$ cat src/rtl/core/lcdws_pkg.sv
`timescale 1ns / 1ps
// ----------------------------------------------------------------------------
// lcdws_pkg
// Shared types and constants of the character LCD write sequencer: request
// and response payloads, queued command words, register set and the control
// and status groups between the sequencer and its word queue.
// ----------------------------------------------------------------------------
package lcdws_pkg;

    // default queue depth in words
    localparam int LCDWS_FIFO_DEPTH = 16;

    // configuration port address width (six registers at 4-byte spacing)
    localparam int LCDWS_ADDR_W = 5;

    // request codes
    localparam logic LCDWS_CMD_ENQUEUE = 1'b0;
    localparam logic LCDWS_CMD_TICK    = 1'b1;

    // word flag bit positions
    localparam int LCDWS_FLAG_CMD        = 7;
    localparam int LCDWS_FLAG_SCROLL_ON  = 6;
    localparam int LCDWS_FLAG_SCROLL_OFF = 5;

    // register indexes, one 32-bit word each
    typedef enum logic [2:0] {
        REG_SHORT_WAIT  = 3'd0,
        REG_SETUP_WAIT  = 3'd1,
        REG_ENABLE_WAIT = 3'd2,
        REG_HOLD_WAIT   = 3'd3,
        REG_TICKS_MS    = 3'd4,
        REG_SCROLL_BYTE = 3'd5
    } lcdws_reg_idx_t;

    // incoming request: enqueue a word or advance one tick
    typedef struct packed {
        logic        command;
        logic [7:0]  bus_byte;
        logic [7:0]  word_flags;
        logic [14:0] delay_ms;
    } lcdws_req_t;

    // response: pin levels and status after the request
    typedef struct packed {
        logic       rs_level;
        logic       rw_level;
        logic       enable_level;
        logic [7:0] data_bus;
        logic       busy_res;
        logic       dropped;
    } lcdws_rsp_t;

    // one queued command word
    typedef struct packed {
        logic [14:0] delay_ms;
        logic [7:0]  word_flags;
        logic [7:0]  bus_byte;
    } lcdws_word_t;

    // configuration register set
    typedef struct packed {
        logic [15:0] short_wait_ticks;
        logic [15:0] setup_wait_ticks;
        logic [15:0] enable_wait_ticks;
        logic [15:0] hold_wait_ticks;
        logic [15:0] ticks_per_ms;
        logic [7:0]  scroll_shift_byte;
    } lcdws_cfg_t;

    // queue control from the sequencer
    typedef struct packed {
        logic        push;
        logic        pop;
        lcdws_word_t word;
    } lcdws_fifo_req_t;

    // queue status back to the sequencer
    typedef struct packed {
        logic        empty;
        logic        full;
        lcdws_word_t head_word;
    } lcdws_fifo_sts_t;

endpackage

$ cat src/rtl/core/lcdws_cfg.sv
`timescale 1ns / 1ps
// ----------------------------------------------------------------------------
// lcdws_cfg
// APB-style register file holding the wait counts, the tick scale for word
// delays and the display shift byte.
// ----------------------------------------------------------------------------
module lcdws_cfg
    import lcdws_pkg::*;
(
    input  logic                    clk,
    input  logic                    rst_n,
    input  logic                    psel,
    input  logic                    penable,
    input  logic                    pwrite,
    input  logic [LCDWS_ADDR_W-1:0] paddr,
    input  logic [31:0]             pwdata,
    output logic [31:0]             prdata,
    output logic                    pready,
    output lcdws_cfg_t              cfg
);

    localparam logic [15:0] RST_SHORT_WAIT  = 16'd16;
    localparam logic [15:0] RST_SETUP_WAIT  = 16'd10;
    localparam logic [15:0] RST_ENABLE_WAIT = 16'd40;
    localparam logic [15:0] RST_HOLD_WAIT   = 16'd7000;
    localparam logic [15:0] RST_TICKS_MS    = 16'd1000;
    localparam logic [7:0]  RST_SCROLL_BYTE = 8'd24;

    lcdws_reg_idx_t idx;
    logic           wr_en;
    lcdws_cfg_t     cfg_reg;

    // word index and write strobe
    assign idx    = lcdws_reg_idx_t'(paddr[4:2]);
    assign wr_en  = psel & penable & pwrite;
    assign pready = 1'b1;
    assign cfg    = cfg_reg;

    // register writes
    always_ff @(posedge clk or negedge rst_n)
    begin
        if (!rst_n)
        begin
            cfg_reg.short_wait_ticks  <= RST_SHORT_WAIT;
            cfg_reg.setup_wait_ticks  <= RST_SETUP_WAIT;
            cfg_reg.enable_wait_ticks <= RST_ENABLE_WAIT;
            cfg_reg.hold_wait_ticks   <= RST_HOLD_WAIT;
            cfg_reg.ticks_per_ms      <= RST_TICKS_MS;
            cfg_reg.scroll_shift_byte <= RST_SCROLL_BYTE;
        end
        else if (wr_en)
        begin
            case (idx)
                REG_SHORT_WAIT:  cfg_reg.short_wait_ticks  <= pwdata[15:0];
                REG_SETUP_WAIT:  cfg_reg.setup_wait_ticks  <= pwdata[15:0];
                REG_ENABLE_WAIT: cfg_reg.enable_wait_ticks <= pwdata[15:0];
                REG_HOLD_WAIT:   cfg_reg.hold_wait_ticks   <= pwdata[15:0];
                REG_TICKS_MS:    cfg_reg.ticks_per_ms      <= pwdata[15:0];
                REG_SCROLL_BYTE: cfg_reg.scroll_shift_byte <= pwdata[7:0];
                default:         ;
            endcase
        end
    end

    // register reads
    always_comb
    begin
        case (idx)
            REG_SHORT_WAIT:  prdata = {16'b0, cfg_reg.short_wait_ticks};
            REG_SETUP_WAIT:  prdata = {16'b0, cfg_reg.setup_wait_ticks};
            REG_ENABLE_WAIT: prdata = {16'b0, cfg_reg.enable_wait_ticks};
            REG_HOLD_WAIT:   prdata = {16'b0, cfg_reg.hold_wait_ticks};
            REG_TICKS_MS:    prdata = {16'b0, cfg_reg.ticks_per_ms};
            REG_SCROLL_BYTE: prdata = {24'b0, cfg_reg.scroll_shift_byte};
            default:         prdata = 32'b0;
        endcase
    end

endmodule

$ cat src/rtl/core/lcdws_fifo.sv
`timescale 1ns / 1ps
// ----------------------------------------------------------------------------
// lcdws_fifo
// Command word queue. Words sit in a memory; the word at the head is read
// ahead into a register, with bypass of a write to that slot.
// ----------------------------------------------------------------------------
module lcdws_fifo
    import lcdws_pkg::*;
#(
    parameter int FIFO_DEPTH = LCDWS_FIFO_DEPTH
)
(
    input  logic            clk,
    input  logic            rst_n,
    input  lcdws_fifo_req_t req,
    output lcdws_fifo_sts_t sts
);

    localparam int PTR_W = $clog2(FIFO_DEPTH);
    localparam int CNT_W = $clog2(FIFO_DEPTH + 1);
    localparam logic [PTR_W-1:0] LAST_PTR = PTR_W'(FIFO_DEPTH - 1);
    localparam logic [CNT_W-1:0] FULL_CNT = CNT_W'(FIFO_DEPTH);

    lcdws_word_t      mem [FIFO_DEPTH];
    lcdws_word_t      head_word_reg;
    logic [PTR_W-1:0] head_reg;
    logic [PTR_W-1:0] head_next;
    logic [PTR_W-1:0] tail_reg;
    logic [PTR_W-1:0] tail_next;
    logic [CNT_W-1:0] count_reg;
    logic [CNT_W-1:0] count_next;

    function automatic logic [PTR_W-1:0] ptr_inc(input logic [PTR_W-1:0] p);
        return (p == LAST_PTR) ? '0 : p + PTR_W'(1);
    endfunction

    // pointer and count update
    always_comb
    begin
        head_next  = req.pop  ? ptr_inc(head_reg) : head_reg;
        tail_next  = req.push ? ptr_inc(tail_reg) : tail_reg;
        count_next = count_reg;
        if (req.push && !req.pop)
        begin
            count_next = count_reg + CNT_W'(1);
        end
        else if (!req.push && req.pop)
        begin
            count_next = count_reg - CNT_W'(1);
        end
    end

    always_ff @(posedge clk or negedge rst_n)
    begin
        if (!rst_n)
        begin
            head_reg  <= '0;
            tail_reg  <= '0;
            count_reg <= '0;
        end
        else
        begin
            head_reg  <= head_next;
            tail_reg  <= tail_next;
            count_reg <= count_next;
        end
    end

    // word storage and registered head read with write bypass
    always_ff @(posedge clk)
    begin
        if (req.push)
        begin
            mem[tail_reg] <= req.word;
        end
        if (req.push && (tail_reg == head_next))
        begin
            head_word_reg <= req.word;
        end
        else
        begin
            head_word_reg <= mem[head_next];
        end
    end

    // status
    assign sts.empty     = (count_reg == '0);
    assign sts.full      = (count_reg == FULL_CNT);
    assign sts.head_word = head_word_reg;

    // fill level stays within the depth
    a_count_range: assert property (@(posedge clk) disable iff (!rst_n)
        count_reg <= FULL_CNT)
        else $error("queue count beyond depth");

    // no write into a full queue unless a word leaves at the same time
    a_no_overflow: assert property (@(posedge clk) disable iff (!rst_n)
        (req.push && !req.pop) |-> !sts.full)
        else $error("push into full queue");

    // no read from an empty queue
    a_no_underflow: assert property (@(posedge clk) disable iff (!rst_n)
        req.pop |-> !sts.empty)
        else $error("pop from empty queue");

endmodule

$ cat src/rtl/core/lcdws_ctrl.sv
`timescale 1ns / 1ps
// ----------------------------------------------------------------------------
// lcdws_ctrl
// Paced write sequencer. Applies one request per cycle while go is high:
// enqueue or tick; stage machine, wait counter, scroll mode, pin levels.
// ----------------------------------------------------------------------------
module lcdws_ctrl
    import lcdws_pkg::*;
(
    input  logic            clk,
    input  logic            rst_n,
    input  logic            go,
    input  lcdws_req_t      req,
    input  lcdws_cfg_t      cfg,
    input  lcdws_fifo_sts_t fsts,
    output lcdws_fifo_req_t freq,
    output lcdws_rsp_t      rsp_next
);

    typedef enum logic [2:0] {
        STG_FETCH  = 3'd0,
        STG_SETUP  = 3'd1,
        STG_ENABLE = 3'd2,
        STG_HOLD   = 3'd3,
        STG_FINISH = 3'd4
    } stage_t;

    localparam logic [7:0] REQUEUE_FLAGS  = 8'h80;
    localparam int         WAIT_W         = 31;

    stage_t            stage_reg, stage_next;
    logic [WAIT_W-1:0] wait_reg, wait_next;
    logic              running_reg, running_next;
    logic              scroll_reg, scroll_next;
    logic [7:0]        held_byte_reg, held_byte_next;
    logic              held_cmd_reg, held_cmd_next;
    logic              rs_reg, rs_next;
    logic              en_reg, en_next;
    logic [7:0]        data_reg, data_next;
    logic              dropped;
    lcdws_word_t       hw;
    logic [WAIT_W-1:0] short_ticks;
    logic [WAIT_W-1:0] delay_ticks;
    stage_t            after_fetch;

    // zero tick count acts as one
    function automatic logic [15:0] at_least_one(input logic [15:0] v);
        return (v == '0) ? 16'd1 : v;
    endfunction

    assign hw          = fsts.head_word;
    assign short_ticks = WAIT_W'(at_least_one(cfg.short_wait_ticks));
    assign delay_ticks = {16'b0, hw.delay_ms} *
                         {15'b0, at_least_one(cfg.ticks_per_ms)};

    // next state for one request
    always_comb
    begin
        stage_next     = stage_reg;
        wait_next      = wait_reg;
        running_next   = running_reg;
        scroll_next    = scroll_reg;
        held_byte_next = held_byte_reg;
        held_cmd_next  = held_cmd_reg;
        rs_next        = rs_reg;
        en_next        = en_reg;
        data_next      = data_reg;
        dropped        = 1'b0;
        after_fetch    = STG_SETUP;
        freq.push      = 1'b0;
        freq.pop       = 1'b0;
        freq.word      = {req.delay_ms, req.word_flags, req.bus_byte};

        if (go)
        begin
            if (req.command == LCDWS_CMD_ENQUEUE)
            begin
                // enqueue: store the word, start the machine when idle
                if (fsts.full)
                begin
                    dropped = 1'b1;
                end
                else
                begin
                    freq.push = 1'b1;
                    if (!running_reg)
                    begin
                        running_next = 1'b1;
                        stage_next   = STG_FETCH;
                        wait_next    = short_ticks;
                    end
                end
            end
            else if (running_reg)
            begin
                if (wait_reg > WAIT_W'(1))
                begin
                    wait_next = wait_reg - WAIT_W'(1);
                end
                else
                begin
                    case (stage_reg)
                        STG_FETCH:
                        begin
                            wait_next = short_ticks;
                            if (fsts.empty)
                            begin
                                stage_next = STG_FINISH;
                            end
                            else
                            begin
                                freq.pop       = 1'b1;
                                held_byte_next = hw.bus_byte;
                                held_cmd_next  = hw.word_flags[LCDWS_FLAG_CMD];
                                if (hw.word_flags[LCDWS_FLAG_SCROLL_ON])
                                begin
                                    scroll_next = 1'b1;
                                    stage_next  = STG_FINISH;
                                end
                                else if (hw.word_flags[LCDWS_FLAG_SCROLL_OFF])
                                begin
                                    scroll_next = 1'b0;
                                    stage_next  = STG_FINISH;
                                end
                                else
                                begin
                                    // shift word: re-queue while scrolling, else skip
                                    if (hw.bus_byte == cfg.scroll_shift_byte)
                                    begin
                                        if (scroll_reg)
                                        begin
                                            freq.push = 1'b1;
                                            freq.word = {hw.delay_ms, REQUEUE_FLAGS,
                                                         hw.bus_byte};
                                        end
                                        else
                                        begin
                                            after_fetch = STG_FINISH;
                                        end
                                    end
                                    if (hw.delay_ms != '0)
                                    begin
                                        wait_next = delay_ticks;
                                    end
                                    stage_next = after_fetch;
                                end
                            end
                        end
                        STG_SETUP:
                        begin
                            rs_next    = !held_cmd_reg;
                            wait_next  = WAIT_W'(at_least_one(cfg.setup_wait_ticks));
                            stage_next = STG_ENABLE;
                        end
                        STG_ENABLE:
                        begin
                            en_next    = 1'b1;
                            data_next  = held_byte_reg;
                            wait_next  = WAIT_W'(at_least_one(cfg.enable_wait_ticks));
                            stage_next = STG_HOLD;
                        end
                        STG_HOLD:
                        begin
                            en_next    = 1'b0;
                            wait_next  = WAIT_W'(at_least_one(cfg.hold_wait_ticks));
                            stage_next = STG_FINISH;
                        end
                        default:
                        begin
                            // finish: fetch again or stop on an empty queue
                            stage_next = STG_FETCH;
                            if (fsts.empty)
                            begin
                                running_next = 1'b0;
                                wait_next    = '0;
                            end
                            else
                            begin
                                wait_next = short_ticks;
                            end
                        end
                    endcase
                end
            end
        end
    end

    // state and pin registers
    always_ff @(posedge clk or negedge rst_n)
    begin
        if (!rst_n)
        begin
            stage_reg     <= STG_FETCH;
            wait_reg      <= '0;
            running_reg   <= 1'b0;
            scroll_reg    <= 1'b0;
            held_byte_reg <= '0;
            held_cmd_reg  <= 1'b0;
            rs_reg        <= 1'b0;
            en_reg        <= 1'b0;
            data_reg      <= '0;
        end
        else
        begin
            stage_reg     <= stage_next;
            wait_reg      <= wait_next;
            running_reg   <= running_next;
            scroll_reg    <= scroll_next;
            held_byte_reg <= held_byte_next;
            held_cmd_reg  <= held_cmd_next;
            rs_reg        <= rs_next;
            en_reg        <= en_next;
            data_reg      <= data_next;
        end
    end

    // response for this request; read/write pin is always driven for write
    assign rsp_next.rs_level     = rs_next;
    assign rsp_next.rw_level     = 1'b0;
    assign rsp_next.enable_level = en_next;
    assign rsp_next.data_bus     = data_next;
    assign rsp_next.busy_res     = running_next;
    assign rsp_next.dropped      = dropped;

    // idle machine rests at fetch with a cleared counter
    a_idle_rest: assert property (@(posedge clk) disable iff (!rst_n)
        !running_reg |-> (stage_reg == STG_FETCH) && (wait_reg == '0))
        else $error("idle sequencer not parked");

    // a running machine always has a pending wait
    a_wait_loaded: assert property (@(posedge clk) disable iff (!rst_n)
        running_reg |-> (wait_reg != '0))
        else $error("running with empty wait counter");

    // enable is high only while the hold stage is pending
    a_enable_stage: assert property (@(posedge clk) disable iff (!rst_n)
        en_reg |-> (stage_reg == STG_HOLD) && running_reg)
        else $error("enable high outside hold stage");

endmodule

$ cat src/rtl/core/char_lcd_write_sequencer_top.sv
`timescale 1ns / 1ps
// ----------------------------------------------------------------------------
// char_lcd_write_sequencer_top
// Character LCD write sequencer: request register, sequencer, word queue,
// register file and response register.
// ----------------------------------------------------------------------------
// Each request either queues a command word or advances the write sequence by
// one timer tick, and produces exactly one response carrying the LCD pin
// levels, the busy flag and a drop flag for a word lost to a full queue. The
// block takes one request per clock while req_stall is low: a request is
// registered on acceptance and, once the response slot is free, applied to
// the sequencer state as its response is registered. A stalled response
// holds the request register, which then stalls the input. The path that
// bounds the clock is the head word read from the queue through the delay
// multiply (15 by 16 bits) into the wait counter. Delays and pulse widths
// are counted in ticks, not clocks. The queue holds FIFO_DEPTH words; the
// user must write registers only while no request or response is in
// flight; the block itself does not enforce this.
// ----------------------------------------------------------------------------
module char_lcd_write_sequencer_top
    import lcdws_pkg::*;
#(
    parameter int FIFO_DEPTH = LCDWS_FIFO_DEPTH
)
(
    input  logic                    clk,
    input  logic                    rst_n,
    input  logic                    req_valid,
    output logic                    req_stall,
    input  lcdws_req_t              req_data,
    output logic                    rsp_valid,
    input  logic                    rsp_stall,
    output lcdws_rsp_t              rsp_data,
    input  logic                    psel,
    input  logic                    penable,
    input  logic                    pwrite,
    input  logic [LCDWS_ADDR_W-1:0] paddr,
    input  logic [31:0]             pwdata,
    output logic [31:0]             prdata,
    output logic                    pready
);

    lcdws_req_t      req_reg;
    logic            req_v_reg;
    lcdws_rsp_t      rsp_reg;
    logic            rsp_v_reg;
    logic            advance;
    logic            take;
    lcdws_cfg_t      cfg;
    lcdws_fifo_req_t freq;
    lcdws_fifo_sts_t fsts;
    lcdws_rsp_t      rsp_next;

    // a held request moves on when the response slot is free
    assign advance   = req_v_reg && (!rsp_v_reg || !rsp_stall);
    assign req_stall = req_v_reg && !advance;
    assign take      = req_valid && !req_stall;

    // request register
    always_ff @(posedge clk or negedge rst_n)
    begin
        if (!rst_n)
        begin
            req_v_reg <= 1'b0;
        end
        else if (take)
        begin
            req_v_reg <= 1'b1;
        end
        else if (advance)
        begin
            req_v_reg <= 1'b0;
        end
    end

    always_ff @(posedge clk)
    begin
        if (take)
        begin
            req_reg <= req_data;
        end
    end

    // response register
    always_ff @(posedge clk or negedge rst_n)
    begin
        if (!rst_n)
        begin
            rsp_v_reg <= 1'b0;
        end
        else if (advance)
        begin
            rsp_v_reg <= 1'b1;
        end
        else if (!rsp_stall)
        begin
            rsp_v_reg <= 1'b0;
        end
    end

    always_ff @(posedge clk)
    begin
        if (advance)
        begin
            rsp_reg <= rsp_next;
        end
    end

    assign rsp_valid = rsp_v_reg;
    assign rsp_data  = rsp_reg;

    // register file
    lcdws_cfg u_cfg (
        .clk     (clk),
        .rst_n   (rst_n),
        .psel    (psel),
        .penable (penable),
        .pwrite  (pwrite),
        .paddr   (paddr),
        .pwdata  (pwdata),
        .prdata  (prdata),
        .pready  (pready),
        .cfg     (cfg)
    );

    // word queue
    lcdws_fifo #(
        .FIFO_DEPTH (FIFO_DEPTH)
    ) u_fifo (
        .clk   (clk),
        .rst_n (rst_n),
        .req   (freq),
        .sts   (fsts)
    );

    // sequencer
    lcdws_ctrl u_ctrl (
        .clk      (clk),
        .rst_n    (rst_n),
        .go       (advance),
        .req      (req_reg),
        .cfg      (cfg),
        .fsts     (fsts),
        .freq     (freq),
        .rsp_next (rsp_next)
    );

endmodule
$ cat config.mk
export PLATFORM = sky130hd
export DESIGN_NAME = char_lcd_write_sequencer_top
export DESIGN_NICKNAME = d
export VERILOG_FILES = /design/src/rtl/core/lcdws_pkg.sv /design/src/rtl/core/lcdws_cfg.sv /design/src/rtl/core/lcdws_fifo.sv /design/src/rtl/core/lcdws_ctrl.sv /design/src/rtl/core/char_lcd_write_sequencer_top.sv
export SDC_FILE = /design/constraint.sdc
export NUM_CORES = 1
export LEC_CHECK = 0
export BUFFER_PORTS_ARGS = -buffer_cell sky130_fd_sc_hd__buf_4
export CORE_ASPECT_RATIO = 1.5
export CORE_UTILIZATION = 60
export CTS_BUF_LIST = sky130_fd_sc_hd__clkbuf_16
export CTS_CLUSTER_DIAMETER = 30
export CTS_CLUSTER_SIZE = 28
export DETAILED_ROUTE_END_ITERATION = 10
export GPL_ROUTABILITY_DRIVEN = 1
export PLACE_DENSITY = 0.78
export SYNTH_ARGS = -nofsm -noshare
export SYNTH_HDL_FRONTEND = slang
export SYNTH_SLANG_ARGS = --single-unit
$ cat constraint.sdc
create_clock -name clk -period 9 [get_ports clk]
set_clock_uncertainty 0.2 [all_clocks]
set_input_delay 0.9 -clock clk [delete_from_list [all_inputs] [get_ports clk]]
set_output_delay 0.9 -clock clk [all_outputs]
set_load 0.02 [all_outputs]
# Word level (Yosys, flattened, before mapping)
# Memory sizes are Yosys's and may differ from the RTL's. A register that Yosys moved wholly into a read port is not among the register bits.
# Index checks and enable logic that the tools add are counted.
# word_totals
register_bits,202
output_inout_bits,48
ram_bits,496
mem_count,1
wordCells,174
# op_classes
n_mux,80
n_mul,1
add_sub_neg,5
reduce_logical,36
n_bitwise,4
magnitude_cmp,1
n_eq_ne,17
# memory_table
memory,depth,word_bits,read_ports,rd_ports_with_merged_regs,wr,line_no,text
u_fifo.mem,16,31,1,1,1,lcdws_fifo.sv:24,lcdws_word_t mem [FIFO_DEPTH];
# ops
cell,n
31-bit two-way mux,13
33-bit two-way mux,5
31-bit case mux with 4 select lines,1
16-bit two-way mux,6
16-bit case mux with 6 select lines,1
16-bit zero test,5
8-bit two-way mux,5
32-bit two-way mux,1
31-bit by 1-bit greater-than comparator with 1-bit output (second input constant),1
15-bit by 16-bit multiplier with 31-bit output,1
1-bit two-way mux,31
31-bit by 1-bit subtractor with 31-bit output (second input constant),1
3-bit two-way mux,10
15-bit nonzero test,1
3-bit by 2-bit equality test with 1-bit output (second input constant),4
4-bit two-way mux,3
3-bit case mux with 4 select lines,1
2-bit AND reduction,6
5-bit two-way mux,2
4-bit by 1-bit adder with 4-bit output (second input constant),2
4-bit equality test (second input constant),2
8-bit equality test,1
1-bit zero test,7
7-bit AND reduction,1
other kinds (19),33

# Logic depth before layout (Yosys ltp)
# depth
word_depth,14
mapped_depth,32
depth_no_buf,27

# By module
# A second synthesis with hierarchy kept.
# unflattened
hier_cells,2680
area_unflattened_um2,37597.3
# by_module_without_submodules
mod,area_each_um2,seq_area_each_um2,n_inst,cells_per_inst
lcdws_fifo,19472.4,15299.7,1,866
lcdws_ctrl,12369.4,1376.3,1,1451
lcdws_cfg,4311.6,2227.1,1,310
char_lcd_write_sequencer_top,1443.9,1401.3,1,53

# Worst setup path before layout
# Ideal clock, no wire load.
# synth_timing
path_kind,register -> register
start,reg (tool-made name)
end,reg u_ctrl.wait_reg[29]
path_buffers,3
t_arrival_ns,7.565
slack_ns,1.101
setup_ns,0.134
required_time_ns,8.666
path_stages_with_launch,30
path_cell_list,dfxtp_1 -> buf_2 -> buf_2 -> mux4_2 -> mux4_2 -> clkbuf_1 -> and2_1 -> fa_1 -> inv_1 -> fa_1 -> inv_1 -> fa_1 -> inv_1 -> fa_1 -> inv_1 -> fa_1 -> inv_1 -> fa_1 -> inv_1 -> ha_1 -> a21o_1 -> a31oi_1 -> o22a_1 -> o211a_1 -> o21ai_0 -> a21oi_1 -> o31ai_1 -> a31oi_1 -> xor2_1 -> o21ai_0
# synth_lines
element,line_no,text
end signal: assignment,lcdws_ctrl.sv:206,wait_reg <= wait_next;
end: declaration,lcdws_ctrl.sv:32,"logic [WAIT_W-1:0] wait_reg, wait_next;"

==> impl_metrics.ini <==
[synthesis]
yosys.area.top_type = edfxtp_1
yosysTopAreaCellShare_pct = 39.9
synth_edf_count = 455
synth.avg_cell_area_um2 = 13.5
syn_area_mm2 = 0.0343
synth_warnings = 0
netlist_top_cells_area = edfxtp_1, fa_1, dfrtp_1
yosysUniqueCellTypes = 71
synth_seq_area_share_pct = 51.7
synth_seq_cells = 617
synth_cells = 2536
synth-async-reset-ratio_pct = 25.6
ys.flop_type = edfxtp_1

[sta]
rsz0062_at_grt = no
finalSetupTns_ps = 0
finalHoldViolCount = 0
max_slew.worst_pin.slew_ps = 1000
setup_viol_count_final = 0
fin_crit_sh_pct = 92.6
fin_crit_ps = 8340
max_freq_mhz = 120
maxSlewViolCount = 0
max_slew_margin_pct = 33.0

[placement]
io_buffers = 82
placed_cell_area_mm2 = 0.0358
routabilityCongestion = 0.984
dp_hpwl_mm = 55.4

[detailed_routing]
dr.pass1.iters = 6
wire_per_inst_um = 24.7
drc = 0
antenna_left = 0
via_count = 21800
wl_mm = 85.8
drt-initial-drc-count = 2023
routed_via_density = 6.28

[cts]
ctsHoldBuffers = 0
cts_buffers = 87
cts_max_path_buffers = 3
cts_tree = built
cts_setup_buffers = 0
clk_pin_slew_ps = 60
post_cts_resized = 0
cts_sinks = 617
clock_latency_ps = 660
htree_levels = 3
clock-root-buffer = clkbuf_16

[setup_path]
required_ps = 9290
r2r_setup_slack_ps = 660
cp_max_fo = 33
r2r_cells = 25
r2r_end = u_ctrl.wait_reg[29]
cp-end-kind = flop
critPathKind = reg -> reg
start_kind = flop
worstPathArrival_ps = 8630

[power]
p_int_mw = 8.21
power.share.switching_pct = 41.4
combinationalPowerShare_pct = 49.4
cellPowerDensity_mw_per_mm2 = 361
p_switching_mw = 5.80
power.share.sequential_pct = 25.5
p_leak_nw = 15.3
clkPwrFrac_pct = 25.1
ir_drop_v = 0.000461

[finish]
drive_gt1_share_pct = 21.9
fill_cells = 3658
most-common-layout-cells = edfxtp_1, inv_1, nand2_1
fin_area_mm2 = 0.0388
largest_reg_flops = 416
syn_to_final_growth_pct = 13.3
fin_nets = 3001
final_common_cell = edfxtp_1

[floorplan]
die_w_um = 197
initial_core_util_pct = 61.1
rows = 106
dieArea_mm2 = 0.0581
ioPinCount = 124
fp.coreArea_mm2 = 0.0561
die_y_um = 295

[global_routing]
grt_first_pass_wirelength_mm = 133
grt_pass1_vias = 23100
antenna_found_initial = 0
grt_max_degree = 85
grt_usage_pct = 30.7
overflow = 0

[worst_hold_path]
holdCritPathClass = in -> async

[status]
status = completed

[flow_run]
cap_violations = 0
-- how the worst max path moves through the flow --
| stage | start | cells past startpoint | slack, ps | end |
|---|---|---|---|---|
| final | flop | 25 | 660 | u_ctrl.wait_reg[29] |
| after CTS | flop | 27 | 660 | u_ctrl.wait_reg[29] |
| after global placement | flop | 27 | 830 | u_ctrl.wait_reg[29] |
| after global routing | flop | 25 | 160 | u_ctrl.wait_reg[29] |
| after floorplan | flop | 29 | 1100 | u_ctrl.wait_reg[29] |
| after detailed placement | flop | 27 | 710 | u_ctrl.wait_reg[29] |
-- stage by stage --
stage	total power, mW	hold WS, ps	std cells	setup WS [ps]	utilization [%]
2_1_floorplan	8.54	242	2552	1100	-
3_3_place_gp	10.3	258	3305	831	63.7
3_5_place_dp	10.5	267	3305	711	63.7
4_1_cts	14.1	104	3468	662	69.2
5_1_grt	14.9	138	3468	162	69.2
6_report	14.0	87.1	3469	663	69.2
-- layer usage --
metal / up-vias / track usage [%] / wire length, um
met3: 276 / 5.55 / 6180
met5: - / 0 / 0
li1: 9320 / - / -
met4: 0 / 15.7 / 4180
met1: 11100 / 36.0 / 30300
met2: 1076 / 53.9 / 45200
-- logic make-up (layout without fill, tap and decap cells) --
kind of cell               after synthesis  count (layout)  share of synthesized area, %
muxes                                  299             299                          13.5
xor gates and xnor gates                48              48                          1.23
other                                    2              19                        0.0219
AOI/OAI and AO/OA                      322             322                          5.94
buffers and inverters                  384             544                          4.52
DFF                                    617             617                          51.7
adders and majority gates              287             287                          14.4
and+or+nand+nor                        577             577                          8.68
-- synth_stat cells, types with 44 or more instances --
cell type / instances
edfxtp_1: 455
inv_1: 243
nand2_1: 191
fa_1: 181
and2_1: 149
mux2_2: 139
dfrtp_1: 138
mux4_2: 116
ha_1: 106
clkbuf_1: 98
o21ai_0: 92
a21oi_1: 75
nor2_1: 64
mux2i_1: 44
-- area by class of cell --
class | instances | area, um2 | area share [%]
Antenna cell | 1 | 2.50 | 0.00644
Tap cell | 756 | 946 | 2.44
Sequential cell | 617 | 17700 | 45.7
Clock inverter | 73 | 837 | 2.16
Inverter | 244 | 917 | 2.36
Clock buffer | 90 | 2250 | 5.80
Timing Repair Buffer | 137 | 1040 | 2.69
Multi-Input combinational cell | 1551 | 15100 | 38.9
-- worst max-delay path: stages, from the launching register on --
cell and delay, ps:
dfxtp_4 570, buf_12 300, mux4_2 570, a22oi_1 260, nand2_1 520, nand2_1 280
fa_1 480, fa_1 520, inv_1 50, fa_1 560, fa_1 430, fa_1 510
inv_1 60, fa_1 480, inv_1 40, ha_1 340, a21o_1 180, a21oi_1 210
o22a_1 170, o211a_1 200, o21ai_0 90, a21oi_1 340, o31ai_1 180, a31oi_1 230
xor2_1 200, o21ai_0 110
-- power groups by stage --
stage / clock [mW] / sequential [mW] / combinational (mW)
CTS: 3.54 / 3.57 / 6.94
detailed placement: 0 / 3.62 / 6.86
floorplan: 0 / 3.48 / 5.06
global placement: 0 / 3.60 / 6.68
finish: 3.51 / 3.58 / 6.92
global route: 3.66 / 3.60 / 7.66
Power figures use the tool's default switching activity.
